<file path="config.mk">
export PLATFORM = sky130hd
export DESIGN_NAME = priority_round_robin_dispatcher_flat
export DESIGN_NICKNAME = d
export VERILOG_FILES = /design/src/rtl/prrd_pkg.sv /design/src/rtl/prrd_req_if.sv /design/src/rtl/prrd_rsp_if.sv /design/src/rtl/prrd_ram.sv /design/src/rtl/prrd_scan.sv /design/src/rtl/priority_round_robin_dispatcher.sv /design/src/flat_wrapper.sv
export VERILOG_INCLUDE_DIRS = /design/src /design/src/rtl
export SDC_FILE = /design/constraint.sdc
export NUM_CORES = 1
export LEC_CHECK = 0
export BUFFER_PORTS_ARGS = -buffer_cell sky130_fd_sc_hd__buf_4
export CORE_MARGIN = 2
export CORE_UTILIZATION = 38
export CTS_CLUSTER_SIZE = 40
export DETAILED_ROUTE_END_ITERATION = 10
export PLACE_DENSITY = 0.58
export SETUP_SLACK_MARGIN = 0.3
export SLEW_MARGIN = 20
export SYNTH_ARGS = -nofsm -noshare
export SYNTH_HDL_FRONTEND = slang
export SYNTH_SLANG_ARGS = --single-unit
</file>
<file path="constraint.sdc">
create_clock -name clock -period 22.3 [get_ports clock]
set_clock_uncertainty 0.05 [all_clocks]
set_input_delay 2.23 -clock clock [delete_from_list [all_inputs] [get_ports clock]]
set_output_delay 2.23 -clock clock [all_outputs]
set_load 0.01 [all_outputs]
</file>
<file path="src/rtl/priority_round_robin_dispatcher_defines.svh">
// assertion macros for the priority round robin dispatcher
`ifndef PRIORITY_ROUND_ROBIN_DISPATCHER_DEFINES_SVH
`define PRIORITY_ROUND_ROBIN_DISPATCHER_DEFINES_SVH

`ifndef SYNTH
// clocked check, quiet while reset is high
`define PRRD_ASSERT(lbl, clk, rst, prop) \
   lbl: assert property (@(posedge clk) disable iff (rst) (prop)) \
      else $error("dispatcher check failed");
// clocked check that also holds during reset
`define PRRD_ASSERT_ALWAYS(lbl, clk, prop) \
   lbl: assert property (@(posedge clk) (prop)) \
      else $error("dispatcher check failed");
`else
`define PRRD_ASSERT(lbl, clk, rst, prop)
`define PRRD_ASSERT_ALWAYS(lbl, clk, prop)
`endif

`endif

</file>
<file path="src/rtl/prrd_pkg.sv">
// shared types and constants of the priority round robin dispatcher
package prrd_pkg;

   localparam int ID_W     = 8;
   localparam int PRI_W    = 4;
   localparam int TIME_W   = 16;
   localparam int STATUS_W = 2;

   localparam logic [TIME_W-1:0] QUANTUM_RESET = 16'd10;

   // operation codes
   localparam logic OP_ADD      = 1'b0;
   localparam logic OP_DISPATCH = 1'b1;

   // result status codes
   localparam logic [STATUS_W-1:0] STATUS_ADDED = 2'd0;
   localparam logic [STATUS_W-1:0] STATUS_FULL  = 2'd1;
   localparam logic [STATUS_W-1:0] STATUS_SLICE = 2'd2;
   localparam logic [STATUS_W-1:0] STATUS_IDLE  = 2'd3;

   typedef enum logic [1:0] {
      ST_IDLE,
      ST_SCAN,
      ST_DRAIN,
      ST_COMMIT
   } state_type;

   // one task table word
   typedef struct packed {
      logic [PRI_W-1:0]  pri;
      logic [TIME_W-1:0] remaining;
      logic [ID_W-1:0]   ident;
   } entry_type;

   // control from the sequencer to the scan unit
   typedef struct packed {
      logic             clear;
      logic             sample;
      logic             have_last;
      logic [PRI_W-1:0] last_level;
   } scan_ctl_type;

   // chosen candidate of a finished scan
   typedef struct packed {
      logic             found;
      logic [PRI_W-1:0] level;
      entry_type        word;
   } cand_type;

endpackage

</file>
<file path="src/rtl/prrd_req_if.sv">
// request channel: add or dispatch items
interface prrd_req_if;
   logic                       valid;
   logic                       ready;
   logic                       operation;
   logic [prrd_pkg::ID_W-1:0]   task_id;
   logic [prrd_pkg::PRI_W-1:0]  priority_req;
   logic [prrd_pkg::TIME_W-1:0] burst;

   modport source (output valid, operation, task_id, priority_req, burst, input ready);
   modport sink   (input valid, operation, task_id, priority_req, burst, output ready);
endinterface

</file>
<file path="src/rtl/prrd_rsp_if.sv">
// response channel: one result per request
interface prrd_rsp_if;
   logic                         valid;
   logic                         ready;
   logic [prrd_pkg::STATUS_W-1:0] status;
   logic [prrd_pkg::ID_W-1:0]     run_id;
   logic [prrd_pkg::PRI_W-1:0]    run_priority;
   logic [prrd_pkg::TIME_W-1:0]   slice;
   logic                         finished;

   modport source (output valid, status, run_id, run_priority, slice, finished,
                   input ready);
   modport sink   (input valid, status, run_id, run_priority, slice, finished,
                   output ready);
endinterface

</file>
<file path="src/rtl/prrd_ram.sv">
// generic single port ram with registered read
module prrd_ram #(
   parameter int WIDTH = 28,
   parameter int DEPTH = 16
) (
   input  logic                     clock,
   input  logic                     we,
   input  logic [$clog2(DEPTH)-1:0] addr,
   input  logic [WIDTH-1:0]         wdata,
   output logic [WIDTH-1:0]         rdata
);

   logic [WIDTH-1:0] mem [DEPTH];
   logic [WIDTH-1:0] rdata_ff;

   // write or read one word per cycle
   always_ff @(posedge clock) begin
      if (we) begin
         mem[addr] <= wdata;
      end else begin
         rdata_ff <= mem[addr];
      end
   end

   assign rdata = rdata_ff;

endmodule

</file>
<file path="src/rtl/prrd_scan.sv">
// scan unit: tracks top level and round robin candidates over the table read stream
module prrd_scan #(
   parameter int SLOT_W = 4
) (
   input  logic                   clock,
   input  logic                   reset,
   input  prrd_pkg::scan_ctl_type ctl,
   input  logic [SLOT_W-1:0]      slot,
   input  logic [SLOT_W-1:0]      last_slot,
   input  prrd_pkg::entry_type    word,
   output prrd_pkg::cand_type     cand,
   output logic [SLOT_W-1:0]      pick_slot
);

   logic                       found_ff, found_in;
   logic [prrd_pkg::PRI_W-1:0] level_ff, level_in;
   logic [SLOT_W-1:0]          first_slot_ff, first_slot_in;
   prrd_pkg::entry_type        first_word_ff, first_word_in;
   logic                       after_ok_ff, after_ok_in;
   logic [SLOT_W-1:0]          after_slot_ff, after_slot_in;
   prrd_pkg::entry_type        after_word_ff, after_word_in;
   logic                       use_after;

   // control flags
   always_ff @(posedge clock) begin
      if (reset) begin
         found_ff    <= 1'b0;
         after_ok_ff <= 1'b0;
      end else begin
         found_ff    <= found_in;
         after_ok_ff <= after_ok_in;
      end
   end

   // candidate payload
   always_ff @(posedge clock) begin
      level_ff      <= level_in;
      first_slot_ff <= first_slot_in;
      first_word_ff <= first_word_in;
      after_slot_ff <= after_slot_in;
      after_word_ff <= after_word_in;
   end

   // a higher level restarts both candidates, same level only fills the one after last
   always_comb begin
      found_in      = found_ff;
      level_in      = level_ff;
      first_slot_in = first_slot_ff;
      first_word_in = first_word_ff;
      after_ok_in   = after_ok_ff;
      after_slot_in = after_slot_ff;
      after_word_in = after_word_ff;
      if (ctl.clear) begin
         found_in    = 1'b0;
         after_ok_in = 1'b0;
      end else if (ctl.sample) begin
         if (!found_ff || word.pri > level_ff) begin
            found_in      = 1'b1;
            level_in      = word.pri;
            first_slot_in = slot;
            first_word_in = word;
            after_ok_in   = slot > last_slot;
            after_slot_in = slot;
            after_word_in = word;
         end else if (word.pri == level_ff && !after_ok_ff && slot > last_slot) begin
            after_ok_in   = 1'b1;
            after_slot_in = slot;
            after_word_in = word;
         end
      end
   end

   // resume after last slot on the same level, otherwise lowest slot (also the wrap)
   assign use_after  = ctl.have_last && ctl.last_level == level_ff && after_ok_ff;
   assign cand.found = found_ff;
   assign cand.level = level_ff;
   assign cand.word  = use_after ? after_word_ff : first_word_ff;
   assign pick_slot  = use_after ? after_slot_ff : first_slot_ff;

endmodule

</file>
<file path="src/rtl/priority_round_robin_dispatcher.sv">
// priority round robin dispatcher top level
//
//   channel  direction  transfer
//   req_ch   in         add task or dispatch request
//   rsp_ch   out        status, run id, priority, slice, finished
//   csr_*    in         quantum write, no read-back
//
// an add goes from idle straight to the commit state, which writes the table
// a dispatch reads the task table ram one slot a cycle over the single port,
// then a drain state lets the last read land and a commit state writes back
// reset clears the valid bits and pointers at once; no clearing pass
// a result waiting on rsp_ch does not stop a new request transfer; only the
// write-back cycle waits for the output register to free up
`include "priority_round_robin_dispatcher_defines.svh"

module priority_round_robin_dispatcher #(
   parameter int TASKS  = 16,
   parameter int LEVELS = 16
) (
   input  logic                          clock,
   input  logic                          reset,
   prrd_req_if.sink                      req_ch,
   prrd_rsp_if.source                    rsp_ch,
   input  logic                          csr_wr_en,
   input  logic [prrd_pkg::TIME_W-1:0]   csr_wr_data
);

   localparam int SLOT_W = (TASKS > 1) ? $clog2(TASKS) : 1;
   localparam int CNT_W  = $clog2(TASKS + 1);

   prrd_pkg::state_type          state_ff, state_in;
   logic                         op_ff, op_in;
   logic [prrd_pkg::ID_W-1:0]    id_ff, id_in;
   logic [prrd_pkg::PRI_W-1:0]   pri_ff, pri_in;
   logic [prrd_pkg::TIME_W-1:0]  burst_ff, burst_in;
   logic [SLOT_W-1:0]            scan_ff, scan_in;
   logic                         rd_pend_ff, rd_pend_in;
   logic [SLOT_W-1:0]            rd_slot_ff, rd_slot_in;
   logic [TASKS-1:0]             valid_ff, valid_in;
   logic [CNT_W-1:0]             append_ff, append_in;
   logic [SLOT_W-1:0]            last_slot_ff, last_slot_in;
   logic [prrd_pkg::PRI_W-1:0]   last_level_ff, last_level_in;
   logic                         have_last_ff, have_last_in;
   logic [prrd_pkg::TIME_W-1:0]  quantum_ff, quantum_in;
   logic                         rsp_valid_ff, rsp_valid_in;
   logic [prrd_pkg::STATUS_W-1:0] rsp_status_ff, rsp_status_in;
   logic [prrd_pkg::ID_W-1:0]    rsp_id_ff, rsp_id_in;
   logic [prrd_pkg::PRI_W-1:0]   rsp_pri_ff, rsp_pri_in;
   logic [prrd_pkg::TIME_W-1:0]  rsp_slice_ff, rsp_slice_in;
   logic                         rsp_fin_ff, rsp_fin_in;

   logic                         ram_we;
   logic [SLOT_W-1:0]            ram_addr;
   prrd_pkg::entry_type          ram_wdata, ram_rdata;
   prrd_pkg::scan_ctl_type       scan_ctl;
   prrd_pkg::cand_type           cand;
   logic [SLOT_W-1:0]            pick_slot;

   logic                         req_xfer;
   logic                         out_free;
   logic [prrd_pkg::PRI_W-1:0]   pri_sat;
   logic [prrd_pkg::TIME_W-1:0]  q_eff;
   logic [prrd_pkg::TIME_W-1:0]  slice_len;
   logic [prrd_pkg::TIME_W-1:0]  rem_left;
   logic [TASKS-1:0]             valid_cleared;

   // task table
   prrd_ram #(
      .WIDTH ($bits(prrd_pkg::entry_type)),
      .DEPTH (TASKS)
   ) u_table (
      .clock (clock),
      .we    (ram_we),
      .addr  (ram_addr),
      .wdata (ram_wdata),
      .rdata (ram_rdata)
   );

   // level and round robin candidate tracking
   prrd_scan #(
      .SLOT_W (SLOT_W)
   ) u_scan (
      .clock     (clock),
      .reset     (reset),
      .ctl       (scan_ctl),
      .slot      (rd_slot_ff),
      .last_slot (last_slot_ff),
      .word      (ram_rdata),
      .cand      (cand),
      .pick_slot (pick_slot)
   );

   // control registers
   always_ff @(posedge clock) begin
      if (reset) begin
         state_ff      <= prrd_pkg::ST_IDLE;
         rd_pend_ff    <= 1'b0;
         valid_ff      <= '0;
         append_ff     <= '0;
         last_slot_ff  <= '0;
         last_level_ff <= '0;
         have_last_ff  <= 1'b0;
         quantum_ff    <= prrd_pkg::QUANTUM_RESET;
         rsp_valid_ff  <= 1'b0;
      end else begin
         state_ff      <= state_in;
         rd_pend_ff    <= rd_pend_in;
         valid_ff      <= valid_in;
         append_ff     <= append_in;
         last_slot_ff  <= last_slot_in;
         last_level_ff <= last_level_in;
         have_last_ff  <= have_last_in;
         quantum_ff    <= quantum_in;
         rsp_valid_ff  <= rsp_valid_in;
      end
   end

   // payload registers
   always_ff @(posedge clock) begin
      op_ff         <= op_in;
      id_ff         <= id_in;
      pri_ff        <= pri_in;
      burst_ff      <= burst_in;
      scan_ff       <= scan_in;
      rd_slot_ff    <= rd_slot_in;
      rsp_status_ff <= rsp_status_in;
      rsp_id_ff     <= rsp_id_in;
      rsp_pri_ff    <= rsp_pri_in;
      rsp_slice_ff  <= rsp_slice_in;
      rsp_fin_ff    <= rsp_fin_in;
   end

   // request transfer and priority saturation
   assign req_ch.ready = (state_ff == prrd_pkg::ST_IDLE);
   assign req_xfer     = req_ch.valid && req_ch.ready;
   assign pri_sat      = (32'(req_ch.priority_req) > LEVELS - 1)
                         ? prrd_pkg::PRI_W'(LEVELS - 1) : req_ch.priority_req;
   assign out_free     = !rsp_valid_ff || rsp_ch.ready;

   // slice arithmetic on the chosen entry
   assign q_eff         = (quantum_ff == '0) ? prrd_pkg::TIME_W'(1) : quantum_ff;
   assign slice_len     = (cand.word.remaining > q_eff) ? q_eff : cand.word.remaining;
   assign rem_left      = cand.word.remaining - slice_len;
   assign valid_cleared = valid_ff & ~(TASKS'(1) << pick_slot);

   // scan unit control
   assign scan_ctl.clear      = req_xfer;
   assign scan_ctl.sample     = rd_pend_ff;
   assign scan_ctl.have_last  = have_last_ff;
   assign scan_ctl.last_level = last_level_ff;

   // sequencer: next state, table access, write-back and result
   always_comb begin
      state_in      = state_ff;
      op_in         = op_ff;
      id_in         = id_ff;
      pri_in        = pri_ff;
      burst_in      = burst_ff;
      scan_in       = scan_ff;
      rd_pend_in    = 1'b0;
      rd_slot_in    = rd_slot_ff;
      valid_in      = valid_ff;
      append_in     = append_ff;
      last_slot_in  = last_slot_ff;
      last_level_in = last_level_ff;
      have_last_in  = have_last_ff;
      quantum_in    = csr_wr_en ? csr_wr_data : quantum_ff;
      rsp_valid_in  = rsp_valid_ff && !rsp_ch.ready;
      rsp_status_in = rsp_status_ff;
      rsp_id_in     = rsp_id_ff;
      rsp_pri_in    = rsp_pri_ff;
      rsp_slice_in  = rsp_slice_ff;
      rsp_fin_in    = rsp_fin_ff;
      ram_we        = 1'b0;
      ram_addr      = scan_ff;
      ram_wdata     = '0;

      case (state_ff)
         prrd_pkg::ST_IDLE: begin
            if (req_xfer) begin
               op_in    = req_ch.operation;
               id_in    = req_ch.task_id;
               pri_in   = pri_sat;
               burst_in = req_ch.burst;
               scan_in  = '0;
               state_in = (req_ch.operation == prrd_pkg::OP_DISPATCH)
                          ? prrd_pkg::ST_SCAN : prrd_pkg::ST_COMMIT;
            end
         end
         prrd_pkg::ST_SCAN: begin
            // one slot read a cycle, liveness travels with the read
            ram_addr   = scan_ff;
            rd_pend_in = valid_ff[scan_ff];
            rd_slot_in = scan_ff;
            if (scan_ff == SLOT_W'(TASKS - 1)) begin
               state_in = prrd_pkg::ST_DRAIN;
            end else begin
               scan_in = scan_ff + SLOT_W'(1);
            end
         end
         prrd_pkg::ST_DRAIN: begin
            state_in = prrd_pkg::ST_COMMIT;
         end
         prrd_pkg::ST_COMMIT: begin
            if (out_free) begin
               state_in      = prrd_pkg::ST_IDLE;
               rsp_valid_in  = 1'b1;
               rsp_id_in     = '0;
               rsp_pri_in    = '0;
               rsp_slice_in  = '0;
               rsp_fin_in    = 1'b0;
               if (op_ff == prrd_pkg::OP_ADD) begin
                  if (append_ff >= CNT_W'(TASKS)) begin
                     rsp_status_in = prrd_pkg::STATUS_FULL;
                  end else begin
                     ram_we          = 1'b1;
                     ram_addr        = append_ff[SLOT_W-1:0];
                     ram_wdata.pri   = pri_ff;
                     ram_wdata.remaining = burst_ff;
                     ram_wdata.ident = id_ff;
                     valid_in        = valid_ff | (TASKS'(1) << append_ff[SLOT_W-1:0]);
                     append_in       = append_ff + CNT_W'(1);
                     rsp_status_in   = prrd_pkg::STATUS_ADDED;
                  end
               end else if (!cand.found) begin
                  rsp_status_in = prrd_pkg::STATUS_IDLE;
               end else begin
                  ram_we              = 1'b1;
                  ram_addr            = pick_slot;
                  ram_wdata           = cand.word;
                  ram_wdata.remaining = rem_left;
                  if (rem_left == '0) begin
                     valid_in = valid_cleared;
                     if (valid_cleared == '0) begin
                        append_in = '0;
                     end
                  end
                  last_slot_in  = pick_slot;
                  last_level_in = cand.level;
                  have_last_in  = 1'b1;
                  rsp_status_in = prrd_pkg::STATUS_SLICE;
                  rsp_id_in     = cand.word.ident;
                  rsp_pri_in    = cand.word.pri;
                  rsp_slice_in  = slice_len;
                  rsp_fin_in    = (rem_left == '0);
               end
            end
         end
         default: begin
            state_in = prrd_pkg::ST_IDLE;
         end
      endcase
   end

   // result register
   assign rsp_ch.valid        = rsp_valid_ff;
   assign rsp_ch.status       = rsp_status_ff;
   assign rsp_ch.run_id       = rsp_id_ff;
   assign rsp_ch.run_priority = rsp_pri_ff;
   assign rsp_ch.slice        = rsp_slice_ff;
   assign rsp_ch.finished     = rsp_fin_ff;

   // checks
   `PRRD_ASSERT(a_rsp_from_commit, clock, reset, $rose(rsp_valid_ff) |-> $past(state_ff == prrd_pkg::ST_COMMIT))
   `PRRD_ASSERT(a_append_bound, clock, reset, append_ff <= CNT_W'(TASKS))
   `PRRD_ASSERT(a_empty_rewinds, clock, reset, (valid_ff == '0) |-> (append_ff == '0))
   `PRRD_ASSERT(a_no_valid_above_append, clock, reset, ((valid_ff >> append_ff) == '0))
   `PRRD_ASSERT(a_pick_is_live, clock, reset, (state_ff == prrd_pkg::ST_COMMIT && op_ff == prrd_pkg::OP_DISPATCH && cand.found) |-> valid_ff[pick_slot])

endmodule

</file>
<file path="src/flat_wrapper.sv">
// flat-port wrapper written by rule: the top's interface ports become plain ports
module priority_round_robin_dispatcher_flat 
#(
   parameter int TASKS  = 16,
   parameter int LEVELS = 16
)
  (clock, reset, csr_wr_en, csr_wr_data, req_ch_valid, req_ch_operation, req_ch_task_id, req_ch_priority_req, req_ch_burst, req_ch_ready, rsp_ch_valid, rsp_ch_status, rsp_ch_run_id, rsp_ch_run_priority, rsp_ch_slice, rsp_ch_finished, rsp_ch_ready);
  prrd_req_if req_ch_i ();
  prrd_rsp_if rsp_ch_i ();
  input  logic clock;
  input  logic reset;
  input  logic csr_wr_en;
  input  logic [prrd_pkg::TIME_W-1:0] csr_wr_data;
  input wire logic [$bits(req_ch_i.valid)-1:0] req_ch_valid;
  input wire logic [$bits(req_ch_i.operation)-1:0] req_ch_operation;
  input wire logic [$bits(req_ch_i.task_id)-1:0] req_ch_task_id;
  input wire logic [$bits(req_ch_i.priority_req)-1:0] req_ch_priority_req;
  input wire logic [$bits(req_ch_i.burst)-1:0] req_ch_burst;
  output wire logic [$bits(req_ch_i.ready)-1:0] req_ch_ready;
  output wire logic [$bits(rsp_ch_i.valid)-1:0] rsp_ch_valid;
  output wire logic [$bits(rsp_ch_i.status)-1:0] rsp_ch_status;
  output wire logic [$bits(rsp_ch_i.run_id)-1:0] rsp_ch_run_id;
  output wire logic [$bits(rsp_ch_i.run_priority)-1:0] rsp_ch_run_priority;
  output wire logic [$bits(rsp_ch_i.slice)-1:0] rsp_ch_slice;
  output wire logic [$bits(rsp_ch_i.finished)-1:0] rsp_ch_finished;
  input wire logic [$bits(rsp_ch_i.ready)-1:0] rsp_ch_ready;
  assign req_ch_i.valid = req_ch_valid;
  assign req_ch_i.operation = req_ch_operation;
  assign req_ch_i.task_id = req_ch_task_id;
  assign req_ch_i.priority_req = req_ch_priority_req;
  assign req_ch_i.burst = req_ch_burst;
  assign req_ch_ready = req_ch_i.ready;
  assign rsp_ch_valid = rsp_ch_i.valid;
  assign rsp_ch_status = rsp_ch_i.status;
  assign rsp_ch_run_id = rsp_ch_i.run_id;
  assign rsp_ch_run_priority = rsp_ch_i.run_priority;
  assign rsp_ch_slice = rsp_ch_i.slice;
  assign rsp_ch_finished = rsp_ch_i.finished;
  assign rsp_ch_i.ready = rsp_ch_ready;
  priority_round_robin_dispatcher #(.TASKS(TASKS), .LEVELS(LEVELS)) u_core (.clock(clock), .reset(reset), .req_ch(req_ch_i), .rsp_ch(rsp_ch_i), .csr_wr_en(csr_wr_en), .csr_wr_data(csr_wr_data));
endmodule
</file>
-- Word-level counts from Yosys, hierarchy flattened
Memory sizes are Yosys's and may differ from the RTL's. A register that Yosys moved wholly into a read port is not among the register bits.
Index checks and enable logic that the tools add are counted.
- register bits after elaboration: 184
- latch bits: 0
- RAM bits: 448
- bits in read-only memories: 0
- bits of input ports: 50
- memories kept: 1
- add/sub/neg operators: 3
- multipliers: 0
- divide/modulo/power cells: 0
- order comparisons: 5
- equal/unequal tests: 14
- shifts and indexed selects: 2
- mux-type cells: 51
- bitwise operators: 5
- reductions and logical operators: 33
- memory list (memory ; depth ; bits a word ; rd ports ; clocked after Yosys merged registers in ; wr ports ; line ; source):
    u_core.u_table.mem ; 16 ; 28 ; 1 ; 1 ; 1 ; prrd_ram.sv:13 ; logic [WIDTH-1:0] mem [DEPTH];
- operator list (operator ; number):
    28-bit 2-to-1 mux ; 8
    16-bit 2-to-1 mux ; 6
    16-bit logical NOT ; 3
    4-bit 2-to-1 mux ; 10
    1-bit by 4-bit left shift with 16-bit output (first input constant) ; 2
    5-bit 2-to-1 mux ; 5
    16-bit bitwise AND ; 1
    16-bit > comparator ; 1
    16-bit inverter ; 1
    16-bit OR ; 1
    16-bit subtractor ; 1
    1-bit 2-to-1 mux ; 14
    3-bit AND reduction ; 4
    2-bit 2-to-1 mux ; 5
    2-bit != test (second input constant) ; 5
    2-bit AND reduction ; 5
    4-bit equality test ; 2
    4-bit > comparator ; 2
    2-bit one-hot mux with 4 select lines ; 1
    4-bit one-hot mux with 2 select lines ; 1
    1-bit logical AND ; 6
    2-bit by 1-bit != test with 1-bit output (second input constant) ; 3
    6-bit AND reduction ; 1
    5-bit by 1-bit adder with 5-bit output (second input constant) ; 1
    other kinds (15) ; 24

-- Longest topological paths before layout
Gate-level depths: netlist (run 1).
- word-level depth: 12
- mapped depth: 32

-- Hierarchy
From an unflattened synthesis (run 1), not the netlist that was laid out.
- cell total of the unflattened synthesis: 1642
- area total of the unflattened synthesis: 27526.4 µm²
- by module, submodules not included (module ; times used ; cells each ; area each (µm²) ; seq. area each (µm²)):
    prrd_ram ; 1 ; 737 ; 17688.2 ; 14293.7
    priority_round_robin_dispatcher ; 1 ; 751 ; 7023.0 ; 3042.9
    prrd_scan ; 1 ; 154 ; 2815.2 ; 1961.9

-- Worst setup path after synthesis (run 1)
Ideal clock, no wire load.
- path type: reg2reg
- from: reg, netlist name u_core.u_scan.first_word_ff[24]
- to: reg u_core.valid_ff[2]
- data arrival time: 7220 ps
- required time: 22135 ps
- path slack: 14915 ps
- cell stages (with the launch flop): 31
- buffers on the path: 7
- clock period less this slack: 7385 ps
- path through: edfxtp_1 xnor2_1 and3_1 nand2_2 clkbuf_1 buf_2 buf_1 mux2_2 ha_1 o21a_1 o211ai_1 o221ai_1 o22ai_1 buf_2 buf_1 mux2i_1 ha_1 clkbuf_1 a21oi_1 o21ai_1 a21oi_1 a21oi_1 a211o_1 a21o_1 a41oi_1 xnor2_1 or4_4 nor4_4 buf_6 a31oi_1 o21a_1
- RTL lines (element ; line ; source):
    to (signal assigned) ; priority_round_robin_dispatcher.sv:108 ; valid_ff <= valid_in;
    to (decl) ; priority_round_robin_dispatcher.sv:39 ; logic [TASKS-1:0] valid_ff, valid_in;

==> impl_metrics.env, run 1 <==
export IMPL_initial_utilization_pct=38.3
export IMPL_layout_drive_gt1_share_pct=13.0
export IMPL_post_place_cells=3042
export IMPL_netlist_top_cell_by_area="sky130_fd_sc_hd__edfxtp_1"
export IMPL_cell_internal_pwr_mw=2.42
export IMPL_cts_path_max_buffers=3
export IMPL_timing_max_cap_violations=0
export IMPL_ys_seq_area_share_pct=69.1
export IMPL_cts_setup_buffers=0
export IMPL_antenna_found_initial=1
export IMPL_grt_first_pass_wirelength_um=105000
export IMPL_place_worst_setup_slack_ns=14.75
export IMPL_switching_power_mw=1.17
export IMPL_worst_tran_pin_value_ns=1.28
export IMPL_drt_antenna_violating_nets=0
export IMPL_cts_resized=0
export IMPL_dp_hpwl_um=41000
export IMPL_path_max_fanout=20
export IMPL_clock_latency_ns=0.61
export IMPL_avgSynthCellArea_sq_um=13.4
export IMPL_startpoint_type="flop"
export IMPL_ir_worst_vdd_mv=0.119
export IMPL_groute_layer_met2_usage_pct=30.4
export IMPL_first_iter_violations=1504
export IMPL_syn_instance_count=2089
export IMPL_ys_flop_type="sky130_fd_sc_hd__edfxtp_1"
export IMPL_fin_nets=2255
export IMPL_postRouteWirelength_um=69000
export IMPL_grt_pass1_vias=17100
export IMPL_route_detailed_drc=0
export IMPL_routed_via_count=17400
export IMPL_power_share_combinational_pct=26.1
export IMPL_core_area_sq_mm=0.0728
export IMPL_clockPowerShare_pct=31.4
export IMPL_critical_path_arrival_ns=8.02
export IMPL_cts_buffers=71
export IMPL_grt_remaining_overflow=0
export IMPL_synth_seq_cells=660
export IMPL_io_pins=83
export IMPL_tritoncts="built"
export IMPL_outcome="finished clean"
export IMPL_rsz0062_at_grt="no"
export IMPL_floorplan_die_area_sq_mm=0.0757
export IMPL_worst_setup_hold_path_clk_slew_ns=0.06
export IMPL_hold_path_class="reg -> reg"
export IMPL_layoutNonFillerInstCount=3171
export IMPL_first_pass_iters=7
export IMPL_std_cell_rows=99
export IMPL_timing_final_setup_violations=0
export IMPL_postSynthNetCount=2188
export IMPL_final_hold_viol_count=0
export IMPL_via_per_inst=5.48
export IMPL_async_reset_ff_share_pct=0
export IMPL_place_congestion=0.817
export IMPL_yosysUniqueCellTypes=76
export IMPL_synth_warnings=0
export IMPL_tritoncts_num_sinks=660
export IMPL_setup_worst_path_end_class="flop"
export IMPL_ant_diodes=0
export IMPL_grt_met3_usage_pct=2.48
export IMPL_timing_setup_tns_ns=0
export IMPL_edff_count_synth=608
export IMPL_global_route_usage_over_all_layers_pct=18.1
export IMPL_grt_met1_use_pct=24.9
export IMPL_cts_hold_buffers_added=0
export IMPL_post_synth_top_count_cell="sky130_fd_sc_hd__edfxtp_1"
export IMPL_max_freq_ghz=0.132
export IMPL_maxSlewViolCount=0
export IMPL_numPortBuffers=82
export IMPL_post_synth_top_cells="sky130_fd_sc_hd__edfxtp_1, sky130_fd_sc_hd__nand2_1, sky130_fd_sc_hd__a211oi_1, sky130_fd_sc_hd__nor2_1, sky130_fd_sc_hd__and2_1"
export IMPL_die_height_um=275
export IMPL_fin_util_pct=44.0
export IMPL_synthTopCellsByArea="sky130_fd_sc_hd__edfxtp_1, sky130_fd_sc_hd__a211oi_1, sky130_fd_sc_hd__nand2_1, sky130_fd_sc_hd__dfxtp_1, sky130_fd_sc_hd__and2_1"
export IMPL_final_period_demand_of_the_worst_path_ns=7.57
export IMPL_cp_required_ns=22.75
export IMPL_dieWidth_um=275
export IMPL_total_power_mw=3.59
export IMPL_layout_worst_path_cycle_share_pct=34.0
export IMPL_power_switching_share_pct=32.5
export IMPL_area_delta_synth_final_pct=14.7
export IMPL_crit_type="reg -> reg"
export IMPL_grt_start_max_net_pins=227
export IMPL_fillerInstances=6531
export IMPL_clock_tree_htree_level_count=3
export IMPL_synthesis_area_sq_mm=0.0279
export IMPL_seq_power_share_pct=42.6
export IMPL_wire_per_inst_um=21.8
export IMPL_power_density_mw_per_mm2=112
export IMPL_max_slew_margin_pct=14.5
export IMPL_clk_root_buffer_cell="sky130_fd_sc_hd__clkbuf_16"
export IMPL_setup_ws_ns=14.73
export IMPL_busiest_layer="met2"
export IMPL_synth_top_area_share_pct=65.4
export IMPL_power_leakage_nw=10.6
-- cells in the final DEF, fill, tap and decap left out, types with 8 or more instances in the layout --
| cell | netlist | layout |
|---|---|---|
| sky130_fd_sc_hd__and2_0 | 10 | 10 |
| sky130_fd_sc_hd__inv_1 | 47 | 47 |
| sky130_fd_sc_hd__a211oi_1 | 152 | 152 |
| sky130_fd_sc_hd__ha_1 | 48 | 48 |
| sky130_fd_sc_hd__a31oi_1 | 69 | 69 |
| sky130_fd_sc_hd__a22o_1 | 8 | 8 |
| sky130_fd_sc_hd__clkbuf_1 | 105 | 15 |
| sky130_fd_sc_hd__o21ai_0 | 29 | 28 |
| sky130_fd_sc_hd__mux2_2 | 16 | 16 |
| sky130_fd_sc_hd__nor2_2 | 0 | 9 |
| sky130_fd_sc_hd__a21oi_1 | 109 | 108 |
| sky130_fd_sc_hd__clkbuf_16 | 0 | 72 |
| sky130_fd_sc_hd__xor2_1 | 8 | 8 |
| sky130_fd_sc_hd__mux2i_1 | 46 | 46 |
| sky130_fd_sc_hd__clkinv_2 | 0 | 9 |
| sky130_fd_sc_hd__a311oi_1 | 57 | 57 |
| sky130_fd_sc_hd__nand3_1 | 20 | 20 |
| sky130_fd_sc_hd__clkinv_1 | 0 | 18 |
| sky130_fd_sc_hd__nand2_1 | 280 | 280 |
| sky130_fd_sc_hd__xnor2_1 | 16 | 16 |
| sky130_fd_sc_hd__nand2b_1 | 10 | 10 |
| sky130_fd_sc_hd__edfxtp_1 | 608 | 608 |
| sky130_fd_sc_hd__dfxtp_1 | 52 | 52 |
| sky130_fd_sc_hd__buf_4 | 0 | 119 |
| sky130_fd_sc_hd__and2_1 | 110 | 110 |
| sky130_fd_sc_hd__nor2_1 | 113 | 91 |
| sky130_fd_sc_hd__nor3_1 | 19 | 15 |
| sky130_fd_sc_hd__a21o_1 | 11 | 11 |
| sky130_fd_sc_hd__nor2_4 | 0 | 13 |
-- per-layer routing --
layer  vias to the layer above  wire, um
met5                         -         0
met4                         0      1150
met3                        85      3130
met2                       398     33500
met1                      8789     31300
li1                       8104         -
-- critical path: stages (launching register included) --
cell and delay, ns:
sky130_fd_sc_hd__edfxtp_1 0.44, sky130_fd_sc_hd__xnor2_1 0.30, sky130_fd_sc_hd__and2b_1 0.25, sky130_fd_sc_hd__nand2_2 0.30, sky130_fd_sc_hd__mux2_2 0.45, sky130_fd_sc_hd__ha_1 0.31, sky130_fd_sc_hd__nor2b_1 0.15, sky130_fd_sc_hd__o21ai_0 0.21
sky130_fd_sc_hd__o41ai_2 0.10, sky130_fd_sc_hd__nor2_1 0.23, sky130_fd_sc_hd__a31oi_4 0.17, sky130_fd_sc_hd__o22ai_2 0.16, sky130_fd_sc_hd__buf_4 0.31, sky130_fd_sc_hd__mux2i_1 0.51, sky130_fd_sc_hd__ha_1 0.31, sky130_fd_sc_hd__nor2b_1 0.14
sky130_fd_sc_hd__o21ai_0 0.33, sky130_fd_sc_hd__a31oi_1 0.10, sky130_fd_sc_hd__nor2_1 0.22, sky130_fd_sc_hd__o211ai_4 0.16, sky130_fd_sc_hd__a2111oi_4 0.36, sky130_fd_sc_hd__a2111oi_1 0.13, sky130_fd_sc_hd__or4_4 0.60, sky130_fd_sc_hd__nor4_4 0.72
sky130_fd_sc_hd__nand3_1 0.17, sky130_fd_sc_hd__a31o_1 0.26
-- registers in the layout (all words and copies together), names as in the netlist, 5 cells and up --
name,count
u_core.u_table.mem,448
u_core.u_scan.after_word_ff,28
u_core.u_scan.first_word_ff,28
u_core.u_table.rdata,28
u_core.burst_ff,16
u_core.quantum_ff,16
u_core.rsp_ch.slice,16
u_core.valid_ff,16
u_core.id_ff,8
u_core.rsp_ch.run_id,8
u_core.append_ff,5
-- path summary, 6_finish.rpt --
path,startpoint,end,slack [ns],depth (start not counted)
setup reg to reg,u_core.u_scan.first_word_ff[25]$_DFFE_PP_,u_core.valid_ff[1]$_SDFFE_PP0P_,14.73,25
hold / removal,u_core.u_table.rdata[19]$_DFFE_PN_,u_core.u_scan.after_word_ff[19]$_DFFE_PP_,0.40,0
hold reg to reg,u_core.u_table.rdata[19]$_DFFE_PN_,u_core.u_scan.after_word_ff[19]$_DFFE_PP_,0.40,0
setup / recovery,u_core.u_scan.first_word_ff[25]$_DFFE_PP_,u_core.valid_ff[1]$_SDFFE_PP0P_,14.73,25
-- power by group through the flow --
stage,Clock (mW),Sequential [mW],Combinational (mW)
5_1_grt,1.20,1.53,1.03
3_3_place_gp,0,1.55,0.916
2_1_floorplan,0,1.52,0.666
4_1_cts,1.15,1.53,0.937
3_5_place_dp,0,1.55,0.932
6_report,1.13,1.53,0.935
-- cell type report --
type	count	area, sq um	share of cell area (%)
clock inverters	41	349	1.09
clock buffers	88	1870	5.84
inverters	47	176	0.551
repair buffers	123	988	3.09
well taps	959	1200	3.75
flip-flops and latches	660	19300	60.2
multi-input cells	1253	8150	25.4
-- cell families (layout without fill, tap and decap cells) --
group | count (synthesis) | count (layout) | synth area share [%]
and+or+nand+nor | 608 | 608 | 10.1
muxes | 67 | 67 | 2.70
DFF | 660 | 660 | 69.1
AOI/OAI and AO/OA | 505 | 505 | 12.7
buffers and inverters | 176 | 299 | 2.46
xor gates and xnor gates | 24 | 24 | 0.753
adders and majority gates | 49 | 49 | 2.22
-- per-stage QoR --
| stage | area [sq um] | hold slack, ns |
|---|---|---|
| finish | 32000 | 0.399 |
| global route | 32000 | 0.400 |
| CTS | 32000 | 0.396 |
| detailed placement | 29800 | 0.380 |
| global placement | 29700 | 0.373 |
| floorplan | 27900 | 0.371 |
Note: power is estimated with default switching activity, not from simulation.
==> inputs of run 2 (changes only) <==
- PLACE_DENSITY: 0.58 -> 0.6
- clock period: 22.3 -> 6.2 ns (I/O delays scaled with it)
==> run 2 against run 1 <==
  * Via count rose by 2.9%
  * Sequential power rose to 3.6 times the previous value
  * Core utilization rose by 1.7 points
  * Fmax rose by 24%
  * Setup slack got worse by 15 ns
  * Register-to-register slack got worse by 15 ns
  * Die area did not move
  * Critical path type unchanged
  * Critical endpoint is now u_core.valid_ff[15]$_SDFFE_PP0P_
==> impl_metrics.env, run 2 (synthesis results as in run 1) <==
export IMPL_outcome="finished clean"
export IMPL_path_max_fanout=7
export IMPL_core_area_sq_mm=0.0728
export IMPL_maxSlewViolCount=0
export IMPL_clock_tree_htree_level_count=3
export IMPL_startpoint_type="flop"
export IMPL_grt_pass1_vias=17500
export IMPL_dieWidth_um=275
export IMPL_worst_setup_hold_path_clk_slew_ns=0.06
export IMPL_cpMostUsedCell="sky130_fd_sc_hd__buf_12"
export IMPL_power_density_mw_per_mm2=386
export IMPL_crit_type="reg -> reg"
export IMPL_drt_antenna_violating_nets=0
export IMPL_first_pass_iters=5
export IMPL_layout_drive_gt1_share_pct=19.6
export IMPL_clockPowerShare_pct=30.6
export IMPL_route_detailed_drc=0
export IMPL_dp_hpwl_um=41200
export IMPL_finalInstanceArea_sq_mm=0.0333
export IMPL_switching_power_mw=4.14
export IMPL_worst_path_buf_inv=5
export IMPL_layout_worst_path_cycle_share_pct=98.2
export IMPL_post_place_cells=3073
export IMPL_cp_required_ns=6.65
export IMPL_max_freq_ghz=0.164
export IMPL_seq_power_share_pct=42.6
export IMPL_cell_internal_pwr_mw=8.71
export IMPL_fin_nets=2354
export IMPL_area_delta_synth_final_pct=19.3
export IMPL_setup_worst_path_end_class="flop"
export IMPL_routed_via_count=17900
export IMPL_global_route_usage_over_all_layers_pct=18.3
export IMPL_final_period_demand_of_the_worst_path_ns=6.09
export IMPL_fillerInstances=6392
export IMPL_largest_register_ffs=448
export IMPL_largest_register="u_core.u_table.mem"
export IMPL_final_hold_viol_count=0
export IMPL_critical_path_reg2reg_startpoint="u_core.u_scan.first_word_ff[26]$_DFFE_PP_"
export IMPL_detailed_place_area_sq_mm=0.0301
export IMPL_grt_remaining_overflow=0
export IMPL_io_pins=83
export IMPL_power_share_combinational_pct=26.8
export IMPL_place_congestion=0.879
export IMPL_floorplan_die_area_sq_mm=0.0757
export IMPL_wire_per_inst_um=21.6
export IMPL_die_height_um=275
export IMPL_tritoncts_num_sinks=660
export IMPL_mostFrequentLayoutCell="sky130_fd_sc_hd__edfxtp_1"
export IMPL_grt_start_max_net_pins=170
export IMPL_worst_path_dominant_cell_family="compound AO/OA/AOI/OAI gates"
export IMPL_worst_hold_startpoint="req_ch_priority_req[2]"
export IMPL_timing_max_cap_violations=0
export IMPL_ir_worst_vdd_mv=0.345
export IMPL_grt_first_pass_wirelength_um=105000
export IMPL_numPortBuffers=82
export IMPL_cell_with_the_largest_stage_delay_on_the_worst_path="sky130_fd_sc_hd__or4_4"
export IMPL_ant_diodes=0
export IMPL_worst_tran_pin_value_ns=1.13
export IMPL_layoutNonFillerInstCount=3267
export IMPL_rsz0062_at_grt="yes"
export IMPL_via_per_inst=5.48
export IMPL_antenna_found_initial=1
export IMPL_first_iter_violations=1427
export IMPL_postRouteWirelength_um=70600
export IMPL_tritoncts="built"
export IMPL_timing_final_setup_violations=0
export IMPL_max_slew_margin_pct=24.5
export IMPL_timing_critical_path_slowest_cell_delay_ns=0.49
export IMPL_layout_common_cells="sky130_fd_sc_hd__edfxtp_1, sky130_fd_sc_hd__nand2_1, sky130_fd_sc_hd__buf_4"
export IMPL_final_hold_worst_slack_ns=0.138
export IMPL_clk_root_buffer_cell="sky130_fd_sc_hd__clkbuf_16"
export IMPL_cts_hold_buffers_added=0
export IMPL_clock_latency_ns=0.61
export IMPL_cts_path_max_buffers=3
export IMPL_cts_buffers=69
export IMPL_crit_path_start="u_core.u_scan.first_word_ff[26]$_DFFE_PP_"
export IMPL_power_switching_share_pct=32.2
export IMPL_power_leakage_nw=11.2
export IMPL_initial_utilization_pct=38.3
export IMPL_std_cell_rows=99
export IMPL_critical_path_arrival_ns=6.54
export IMPL_hold_path_class="in -> reg"
[run 2: cell types whose count changed in the layout (fill, tap and decap cells not counted), moves of 7 or more]
cell                      previous run  this run
sky130_fd_sc_hd__ha_1               48        34
sky130_fd_sc_hd__mux2i_1            46        37
sky130_fd_sc_hd__xnor2_1            16         9
sky130_fd_sc_hd__xnor2_2             0         7
sky130_fd_sc_hd__ha_4                0        11
sky130_fd_sc_hd__mux2_2             16         9
sky130_fd_sc_hd__buf_4             119       214
sky130_fd_sc_hd__mux2_4              0         7
[run 2: path summary, 6_finish.rpt]
path                                                                  end  slack (ns)  depth (start not counted)
worst min register to register  u_core.u_scan.after_word_ff[23]$_DFFE_PP_        0.40                          0
worst max-delay path                     u_core.valid_ff[15]$_SDFFE_PP0P_        0.11                         30
worst min-delay path                           u_core.pri_ff[2]$_DFFE_PP_        0.14                          1
worst max register to register           u_core.valid_ff[15]$_SDFFE_PP0P_        0.11                         30
[run 2: timing repair]
item	in CTS	in global routing
pin swaps	19	12
gates cloned	1	1
setup endpoints to repair	38	86
setup buffers	45	23
gates resized for setup	49	36
[run 2: power groups by stage]
stage,clock network (mW),registers (mW),logic [mW]
3_3_place_gp,0,5.56,3.31
5_1_grt,4.19,5.51,3.81
3_5_place_dp,0,5.57,3.37
2_1_floorplan,0,5.47,2.40
6_report,3.94,5.48,3.44
4_1_cts,4.02,5.48,3.42
[run 2: layout make-up]
type | instances | area, sq um | share of cell area [%]
Sequential cell | 660 | 19300 | 58.0
Timing Repair Buffer | 223 | 1770 | 5.33
Inverter | 47 | 176 | 0.530
Tap cell | 959 | 1200 | 3.60
Clock buffer | 93 | 1890 | 5.68
Multi-Input combinational cell | 1254 | 8710 | 26.2
Clock inverter | 31 | 245 | 0.736
[run 2: per-stage QoR]
stage	worst slack [ns]	util [%]	setup TNS [ns]	power (mW)
floorplan	0.110	-	0	7.87
global placement	0.108	41.4	0	8.87
detailed placement	0.00980	41.4	0	8.94
CTS	0.268	45.1	0	12.9
global route	-0.141	45.7	-0.963	13.5
finish	0.112	45.7	0	12.9
[run 2: per-layer routing]
| layer | GRT usage [%] | routed length, um |
|---|---|---|
| met1 | 24.5 | 30900 |
| met4 | 6.63 | 1930 |
| met3 | 2.50 | 3730 |
| met5 | 0 | 0 |
| met2 | 30.5 | 34000 |
